**config.mk**
```make
export PLATFORM = sky130hd
export DESIGN_NAME = modular_exponentiation_unit
export DESIGN_NICKNAME = d
export VERILOG_FILES = /design/src/hdl/modexp_pkg.sv /design/src/hdl/modexp_dp.sv /design/src/hdl/modexp_ctrl.sv /design/src/hdl/modular_exponentiation_unit.sv
export SDC_FILE = /design/constraint.sdc
export NUM_CORES = 1
export LEC_CHECK = 0
export BUFFER_PORTS_ARGS = -buffer_cell sky130_fd_sc_hd__buf_2
export CAP_MARGIN = 0
export CORE_MARGIN = 2
export CORE_UTILIZATION = 54
export DETAILED_ROUTE_END_ITERATION = 7
export GPL_TIMING_DRIVEN = 0
export PLACE_DENSITY_LB_ADDON = 0.12
export REMOVE_ABC_BUFFERS = 1
export SLEW_MARGIN = 20
export SYNTH_ARGS = -nofsm -noshare
export SYNTH_HDL_FRONTEND = slang
export SYNTH_SLANG_ARGS = --single-unit
```
**constraint.sdc**
```tcl
create_clock -name clk -period 16.8 [get_ports clk]
set_input_delay 0.84 -clock clk [delete_from_list [all_inputs] [get_ports clk]]
set_output_delay 0.84 -clock clk [all_outputs]
set_load 0.005 [all_outputs]
```
**src/hdl/modexp_pkg.sv**
```systemverilog
`timescale 1ns / 1ps
// Shared types and constants for the modular exponentiation unit.
// No dependencies.
package modexp_pkg;

    localparam int WIDTH = 32;                 // operand and key width
    localparam int CNT_W = $clog2(WIDTH);      // bit position / step counter width
    localparam int IDX_W = 2;                  // configuration index width

    localparam logic [IDX_W-1:0] REG_EXPONENT = IDX_W'(0);
    localparam logic [IDX_W-1:0] REG_MODULUS  = IDX_W'(1);

    typedef enum logic [3:0] {
        ST_IDLE,
        ST_FIND,
        ST_REDUCE,
        ST_SAVE_BASE,
        ST_SQ_SETUP,
        ST_SQ_RUN,
        ST_SQ_SAVE,
        ST_MU_SETUP,
        ST_MU_RUN,
        ST_MU_SAVE,
        ST_DONE
    } state_t;

    typedef enum logic [3:0] {
        DP_NOP,
        DP_LOAD_REDUCE,
        DP_STEP,
        DP_SAVE_BASE,
        DP_SQ_SETUP,
        DP_MU_SETUP,
        DP_SAVE_Y,
        DP_CONST_ZERO,
        DP_CONST_ONE
    } dp_op_t;

    typedef struct packed {
        dp_op_t op;
    } dp_cmd_t;

    typedef struct packed {
        logic mod_small;   // modulus below two
    } dp_stat_t;

endpackage

```
**src/hdl/modexp_dp.sv**
```systemverilog
`timescale 1ns / 1ps
// Datapath: shared shift-add modular multiplier, base and running power.
// Depends on modexp_pkg.
module modexp_dp
(
    input  logic                          clk,
    input  logic                          rst_n,
    input  modexp_pkg::dp_cmd_t           cmd,
    input  logic [modexp_pkg::WIDTH-1:0]  message,
    input  logic [modexp_pkg::WIDTH-1:0]  modulus,
    output modexp_pkg::dp_stat_t          stat,
    output logic [modexp_pkg::WIDTH-1:0]  result
);
    import modexp_pkg::*;

    logic [WIDTH-1:0] mod_reg, mod_next;
    logic [WIDTH-1:0] acc_reg, acc_next;   // partial product, always below modulus
    logic [WIDTH-1:0] ma_reg,  ma_next;    // multiplicand
    logic [WIDTH-1:0] mb_reg,  mb_next;    // multiplier, scanned from the top bit
    logic [WIDTH-1:0] base_reg, base_next;
    logic [WIDTH-1:0] y_reg,   y_next;

    logic [WIDTH:0]   dbl;
    logic [WIDTH-1:0] dbl_red;
    logic [WIDTH:0]   sum;
    logic [WIDTH-1:0] step_res;

    // one multiplier bit: acc = 2*acc mod m, then + ma mod m if bit set
    always_comb
    begin
        dbl      = {acc_reg, 1'b0};
        dbl_red  = (dbl >= {1'b0, mod_reg}) ? WIDTH'(dbl - {1'b0, mod_reg}) : dbl[WIDTH-1:0];
        sum      = {1'b0, dbl_red} + (mb_reg[WIDTH-1] ? {1'b0, ma_reg} : '0);
        step_res = (sum >= {1'b0, mod_reg}) ? WIDTH'(sum - {1'b0, mod_reg}) : sum[WIDTH-1:0];
    end

    always_comb
    begin
        mod_next  = mod_reg;
        acc_next  = acc_reg;
        ma_next   = ma_reg;
        mb_next   = mb_reg;
        base_next = base_reg;
        y_next    = y_reg;
        case (cmd.op)
            DP_LOAD_REDUCE:
            begin
                // message mod m taken as 1 * message mod m
                mod_next = modulus;
                ma_next  = WIDTH'(1);
                mb_next  = message;
                acc_next = '0;
            end
            DP_STEP:
            begin
                acc_next = step_res;
                mb_next  = {mb_reg[WIDTH-2:0], 1'b0};
            end
            DP_SAVE_BASE:
            begin
                base_next = acc_reg;
                y_next    = acc_reg;
            end
            DP_SQ_SETUP:
            begin
                ma_next  = y_reg;
                mb_next  = y_reg;
                acc_next = '0;
            end
            DP_MU_SETUP:
            begin
                ma_next  = base_reg;
                mb_next  = y_reg;
                acc_next = '0;
            end
            DP_SAVE_Y:     y_next = acc_reg;
            DP_CONST_ZERO: y_next = '0;
            DP_CONST_ONE:  y_next = WIDTH'(1);
            default:       ;
        endcase
    end

    always_ff @(posedge clk or negedge rst_n)
    begin
        if (!rst_n)
        begin
            mod_reg  <= '0;
            acc_reg  <= '0;
            ma_reg   <= '0;
            mb_reg   <= '0;
            base_reg <= '0;
            y_reg    <= '0;
        end
        else
        begin
            mod_reg  <= mod_next;
            acc_reg  <= acc_next;
            ma_reg   <= ma_next;
            mb_reg   <= mb_next;
            base_reg <= base_next;
            y_reg    <= y_next;
        end
    end

    assign stat.mod_small = (modulus[WIDTH-1:1] == '0);
    assign result         = y_reg;

endmodule

```
**src/hdl/modexp_ctrl.sv**
```systemverilog
`timescale 1ns / 1ps
// Controller: exponent scan and square-and-multiply sequencing.
// Depends on modexp_pkg.
module modexp_ctrl
(
    input  logic                          clk,
    input  logic                          rst_n,
    input  logic                          start,
    input  logic [modexp_pkg::WIDTH-1:0]  exponent,
    input  modexp_pkg::dp_stat_t          stat,
    output modexp_pkg::dp_cmd_t           cmd,
    output logic                          busy,
    output logic                          done
);
    import modexp_pkg::*;

    state_t           state_reg, state_next;
    logic [WIDTH-1:0] e_reg,    e_next;      // exponent, current bit at the top
    logic [CNT_W-1:0] bits_reg, bits_next;   // exponent bits still below the top
    logic [CNT_W-1:0] step_reg, step_next;   // multiplier step
    logic             last_step;

    assign last_step = (step_reg == CNT_W'(WIDTH - 1));

    always_comb
    begin
        state_next = state_reg;
        e_next     = e_reg;
        bits_next  = bits_reg;
        step_next  = step_reg;
        case (state_reg)
            ST_IDLE:
            begin
                if (start)
                begin
                    e_next    = exponent;
                    bits_next = CNT_W'(WIDTH - 1);
                    step_next = '0;
                    if (stat.mod_small || exponent == '0)
                        state_next = ST_DONE;
                    else
                        state_next = ST_FIND;
                end
            end
            ST_FIND:
            begin
                if (e_reg[WIDTH-1])
                    state_next = ST_REDUCE;
                else
                begin
                    e_next    = {e_reg[WIDTH-2:0], 1'b0};
                    bits_next = bits_reg - CNT_W'(1);
                end
            end
            ST_REDUCE, ST_SQ_RUN, ST_MU_RUN:
            begin
                step_next = step_reg + CNT_W'(1);
                if (last_step)
                begin
                    step_next = '0;
                    case (state_reg)
                        ST_REDUCE: state_next = ST_SAVE_BASE;
                        ST_SQ_RUN: state_next = ST_SQ_SAVE;
                        default:   state_next = ST_MU_SAVE;
                    endcase
                end
            end
            ST_SAVE_BASE, ST_MU_SAVE:
            begin
                state_next = (bits_reg == '0) ? ST_DONE : ST_SQ_SETUP;
            end
            ST_SQ_SETUP:
            begin
                e_next     = {e_reg[WIDTH-2:0], 1'b0};
                bits_next  = bits_reg - CNT_W'(1);
                state_next = ST_SQ_RUN;
            end
            ST_SQ_SAVE:
            begin
                if (e_reg[WIDTH-1])
                    state_next = ST_MU_SETUP;
                else if (bits_reg == '0)
                    state_next = ST_DONE;
                else
                    state_next = ST_SQ_SETUP;
            end
            ST_MU_SETUP: state_next = ST_MU_RUN;
            ST_DONE:     state_next = ST_IDLE;
            default:     state_next = ST_IDLE;
        endcase
    end

    always_comb
    begin
        cmd.op = DP_NOP;
        busy   = 1'b1;
        done   = 1'b0;
        case (state_reg)
            ST_IDLE:
            begin
                busy = 1'b0;
                if (start)
                begin
                    if (stat.mod_small)
                        cmd.op = DP_CONST_ZERO;
                    else if (exponent == '0)
                        cmd.op = DP_CONST_ONE;
                    else
                        cmd.op = DP_LOAD_REDUCE;
                end
            end
            ST_REDUCE, ST_SQ_RUN, ST_MU_RUN: cmd.op = DP_STEP;
            ST_SAVE_BASE:                    cmd.op = DP_SAVE_BASE;
            ST_SQ_SETUP:                     cmd.op = DP_SQ_SETUP;
            ST_MU_SETUP:                     cmd.op = DP_MU_SETUP;
            ST_SQ_SAVE, ST_MU_SAVE:          cmd.op = DP_SAVE_Y;
            ST_DONE:                         done   = 1'b1;
            default:                         cmd.op = DP_NOP;
        endcase
    end

    always_ff @(posedge clk or negedge rst_n)
    begin
        if (!rst_n)
        begin
            state_reg <= ST_IDLE;
            e_reg     <= '0;
            bits_reg  <= '0;
            step_reg  <= '0;
        end
        else
        begin
            state_reg <= state_next;
            e_reg     <= e_next;
            bits_reg  <= bits_next;
            step_reg  <= step_next;
        end
    end

endmodule

```
**src/hdl/modular_exponentiation_unit.sv**
```systemverilog
`timescale 1ns / 1ps
// Top level of the modular exponentiation unit: key registers, controller, datapath.
// Depends on modexp_pkg, modexp_ctrl and modexp_dp.
//
//  channel   ports                       handshake
//  -------   -------------------------   ------------------------------------
//  input     start, busy, message        word taken when start & !busy
//  output    done, result                word valid for the single done cycle
//  config    wr_en, wr_index, wr_data    register written when wr_en is high
//
// Sequence per word: a modulus below two or a zero exponent goes straight to done.
// Otherwise a search for the top exponent bit, the base reduction, then a squaring
// pass per exponent bit below the top plus a multiply pass for each set one, then
// the done state; each pass runs the shared 32-step shift-add multiplier.
// Reset puts exponent at 1 and modulus at 2 and the controller in idle.
// The receiver cannot stall: result is valid only while done is high.
module modular_exponentiation_unit
(
    input  logic                          clk,
    input  logic                          rst_n,
    input  logic                          start,
    output logic                          busy,
    input  logic [modexp_pkg::WIDTH-1:0]  message,
    output logic                          done,
    output logic [modexp_pkg::WIDTH-1:0]  result,
    input  logic                          wr_en,
    input  logic [modexp_pkg::IDX_W-1:0]  wr_index,
    input  logic [modexp_pkg::WIDTH-1:0]  wr_data
);
    import modexp_pkg::*;

    logic [WIDTH-1:0] exponent_reg, exponent_next;
    logic [WIDTH-1:0] modulus_reg,  modulus_next;

    dp_cmd_t  cmd;
    dp_stat_t stat;

    // key registers; writes to unknown indexes fall through
    always_comb
    begin
        exponent_next = exponent_reg;
        modulus_next  = modulus_reg;
        if (wr_en)
        begin
            case (wr_index)
                REG_EXPONENT: exponent_next = wr_data;
                REG_MODULUS:  modulus_next  = wr_data;
                default:      ;
            endcase
        end
    end

    always_ff @(posedge clk or negedge rst_n)
    begin
        if (!rst_n)
        begin
            exponent_reg <= WIDTH'(1);
            modulus_reg  <= WIDTH'(2);
        end
        else
        begin
            exponent_reg <= exponent_next;
            modulus_reg  <= modulus_next;
        end
    end

    // sequencing: top-bit search, then reduce, square and multiply passes
    modexp_ctrl u_ctrl
    (
        .clk      (clk),
        .rst_n    (rst_n),
        .start    (start),
        .exponent (exponent_reg),
        .stat     (stat),
        .cmd      (cmd),
        .busy     (busy),
        .done     (done)
    );

    // one shared modular multiplier; result holds the running power
    modexp_dp u_dp
    (
        .clk     (clk),
        .rst_n   (rst_n),
        .cmd     (cmd),
        .message (message),
        .modulus (modulus_reg),
        .stat    (stat),
        .result  (result)
    );

    // a taken word makes the unit busy on the next cycle
    assert property (@(posedge clk) disable iff (!rst_n)
        (start && !busy) |=> busy)
        else $error("accepted word did not raise busy");

    // done is raised only while a word is in flight
    assert property (@(posedge clk) disable iff (!rst_n)
        done |-> busy)
        else $error("done outside a busy period");

    // done is a single-cycle strobe
    assert property (@(posedge clk) disable iff (!rst_n)
        done |=> !done)
        else $error("done held for more than one cycle");

    // busy drops only right after the result word
    assert property (@(posedge clk) disable iff (!rst_n)
        $fell(busy) |-> $past(done))
        else $error("busy dropped without a result word");

endmodule

```
==> out/qor.csv <==
stage;metric;value;unit
run_status;status;complete, no violations;
timing;Final Cycle Share;0.5449;
global_routing;largest net degree at the start of global routing;89;
timing;Final min period;9.155;ns
timing;Setup-failing EPs final;0;
worst_setup_path;highest-delay cell along the critical path;a2111oi_0;
cts;Post-CTS Setup Repair Bufs;0;
final_layout;Cell Count, Final, Fillers Out;2365;
timing;FMAX;109.2;MHz
detailed_routing;DR vias/cell;6.037;
synthesis;ys flop type;dfrtp_1;
cts;H-tree Lvls;2;
final_layout;Area Overhead vs Synth;13.32;%
detailed_routing;post-route ant nets;0;
die;row count;67;
worst_setup_path;CP max FO;30;
final_layout;fraction of layout cells with a size suffix above 1;0.1987;
worst_setup_path;Worst Setup Start Kind;flop;
timing;Final WS setup;7.645;ns
synthesis;synth warn;0;
die;Starting Density;0.5435;
worst_setup_path;reg-to-reg setup timing slack;7.64;ns
synthesis;Post-synth EDFFs;0;
timing;Least-Margin Pin Slew;0.9977;ns
worst_setup_path;CP Capture Type;flop;
timing;final hold violation count;0;
cts;hold_buf cts;0;
synthesis;mapped cell area;0.01809;sq mm
die;Core Footprint;0.03328;sq mm
worst_setup_path;Crit path largest cell delay;0.68;ns
worst_setup_path;Worst Reg-to-Reg Cells;32;
final_layout;Fill cells;2801;
die;I/O pins;104;
cts;# clock sinks;302;
synthesis;Syn Inst Count;1816;
worst_setup_path;Worst R2R Start;u_dp.acc_reg[5];
worst_setup_path;Crit Path Class;flop to flop;
cts;Resize count post-CTS;0;
worst_setup_path;crit path capture;u_dp.acc_reg[28];
global_routing;number of global-route vias before repair;14116;
synthesis;syn avg cell area;9.961;sq um
worst_setup_path;worst r2r dst;u_dp.acc_reg[28];
global_routing;first-pass GRT wire length;76350;microns
synthesis;Yosys cell types;75;
worst_setup_path;Crit path arrival time;9.62;ns
min_path;HP Class;input pin to async pin;
detailed_routing;First-pass DRT Iterations;5;
synthesis;post-synthesis adder-cell area fraction;0.07180;
detailed_routing;drt first-iter violations;1034;
detailed_routing;via count;14278;
cts;CTS max path bufs;3;
synthesis;Async SR Flop Fraction;1.000;
cts;CTS tree;yes;
place;Setup WS pre-CTS;7.796;ns
synthesis;Seq/Total Area, Yosys;0.4179;
detailed_routing;DR DRC count;0;
die;Vert. Die Dim;187.0;microns
timing;setup TNS;0;ns
final_layout;antenna diode count;0;
cts;Root Buffer;clkbuf_16;
place;I/O Buffers;103;
timing;Worst Skew;0.02135;ns
timing;RSZ-0062 raised after global routing;false;
die;Die W;187.0;microns
detailed_routing;Routed wire per std cell;19.68;microns
synthesis;#FFs+latches synth;302;
synthesis;largest family of logic cells by synthesized area;compound AO/OA/AOI/OAI gates;
timing;Slew HR;0.3287;
job;maxcap violations;0;
synthesis;post-synthesis simple-gate area fraction;0.1227;
synthesis;XOR/XNOR Fraction of Synth Area;0.03970;
place;placed cell count;2306;
timing;max-slew violation count;0;
cts;clk_lat worst skew;0.54;ns
global_routing;gr usage total;0.2691;
cts;CTS Buf Count;34;
synthesis;Synth Area in Compound Gates;0.1855;
place;Final HPWL DP;34570;microns
place;Final Wtd Congestion;0.9231;
die;die area;0.03498;sq mm
global_routing;GRT overflow;0;
worst_setup_path;CP startpoint;u_dp.acc_reg[5];
synthesis;post-synthesis mux area share;0.1284;
global_routing;initial antenna violation count;1;
worst_setup_path;Critical Path RT;17.27;ns
cts;clk slew on worst S/H paths;0.06;ns
detailed_routing;drt total wl;46530;microns
final_layout;fin nets;2066;
synthesized netlist by cell type, types with 6 or more instances:
cell type  instances  share of area
dfrtp_1          300           0.42
nand2_1          165          0.034
mux2_2           159          0.099
o21ai_0          104          0.029
ha_1              99          0.068
nor2_1            94          0.020
a21oi_1           85          0.024
clkbuf_1          78          0.016
a22oi_1           63          0.026
inv_1             61          0.013
nand3_1           59          0.016
mux2i_1           52          0.029
xnor2_1           52          0.025
a21o_1            50          0.021
a31oi_1           39          0.013
a22o_1            37          0.018
and2_1            37          0.013
xor2_1            30          0.015
nor3_1            20         0.0055
nor4_1            20         0.0069
o21a_1            18         0.0075
and3_1            16         0.0055
nand4_1           15         0.0052
o21bai_1          13         0.0054
nor2b_1           11         0.0038
a211oi_1          10         0.0042
nand2b_1          10         0.0035
a221o_1            9         0.0050
o21ai_1            9         0.0025
o22ai_1            7         0.0024
buf_6              6         0.0037
o211ai_1           6         0.0025
cell usage in the layout, fill, tap and decap left out, types with 19 or more instances in the layout:
cell type / n
buf_2: 102
a22o_1: 37
xor2_1: 30
a21oi_1: 85
nor4_1: 20
dfrtp_1: 299
o21ai_0: 103
clkbuf_16: 34
a22oi_1: 63
a31oi_1: 39
nor2_1: 91
nand2_1: 163
mux2i_1: 52
nor3_1: 19
nand3_1: 58
xnor2_1: 52
a21o_1: 50
mux2_2: 159
and2_1: 34
ha_1: 99
inv_1: 61
cells by family (layout without fill, tap and decap cells):
group | Yosys count | after routing
xor gates and xnor gates | 82 | 82
and+or+nand+nor | 470 | 470
adders and majority gates | 102 | 102
muxes | 212 | 212
DFF | 302 | 302
AOI/OAI and AO/OA | 498 | 498
buffers and inverters | 150 | 251
critical path: cells and delay by family (launching register included):
family	cells	cell delay (ns)
simple gates	10	2.02
mux	1	0.35
buf+inv	2	0.48
compound gates	15	4.43
fa+ha+maj	3	1.12
xor+xnor	1	0.19
flops	1	0.43
per-stage QoR:
step           hold slack (ns)    util  area (sq um)
6_report                0.2364  0.6159         20500
5_1_grt                 0.2557  0.6159         20500
4_1_cts                 0.2358  0.6159         20500
3_5_place_dp            0.4637  0.5837         19420
3_3_place_gp            0.4595  0.5644         18780
2_1_floorplan           0.4468       -         17710
cell type report:
cell class	instances	area, sq um	share of cell area
Multi-Input combinational cell	1364	10040	0.4898
Sequential cell	302	7561	0.3689
Timing Repair Buffer	130	1032	0.05036
Clock buffer	50	970.9	0.04737
Tap cell	448	560.5	0.02735
Inverter	62	232.7	0.01135
Clock inverter	9	100.1	0.004883
metal layers:
metal / global-route usage / share of wire / vias up
met5: 0 / 0 / -
met4: 0.07234 / 0.024 / 0
met3: 0.03021 / 0.046 / 67
met2: 0.4411 / 0.46 / 380
met1: 0.3812 / 0.47 / 7014
li1: - / - / 6817
worst min-delay path by stage:
stage,cells past startpoint,end,startpoint,slack [ns]
floorplan,2,u_ctrl.e_reg[10],u_ctrl.e_reg[10],0.45
global placement,2,u_ctrl.e_reg[25],u_ctrl.e_reg[25],0.46
detailed placement,2,u_ctrl.e_reg[23],u_ctrl.e_reg[23],0.46
CTS,1,u_dp.mb_reg[10],rst_n,0.24
global route,1,u_dp.mb_reg[10],rst_n,0.26
finish,1,u_dp.mb_reg[10],rst_n,0.24
Power is not shown: default switching activity piles up to over one toggle a cycle in this logic, so the estimate is an artifact.
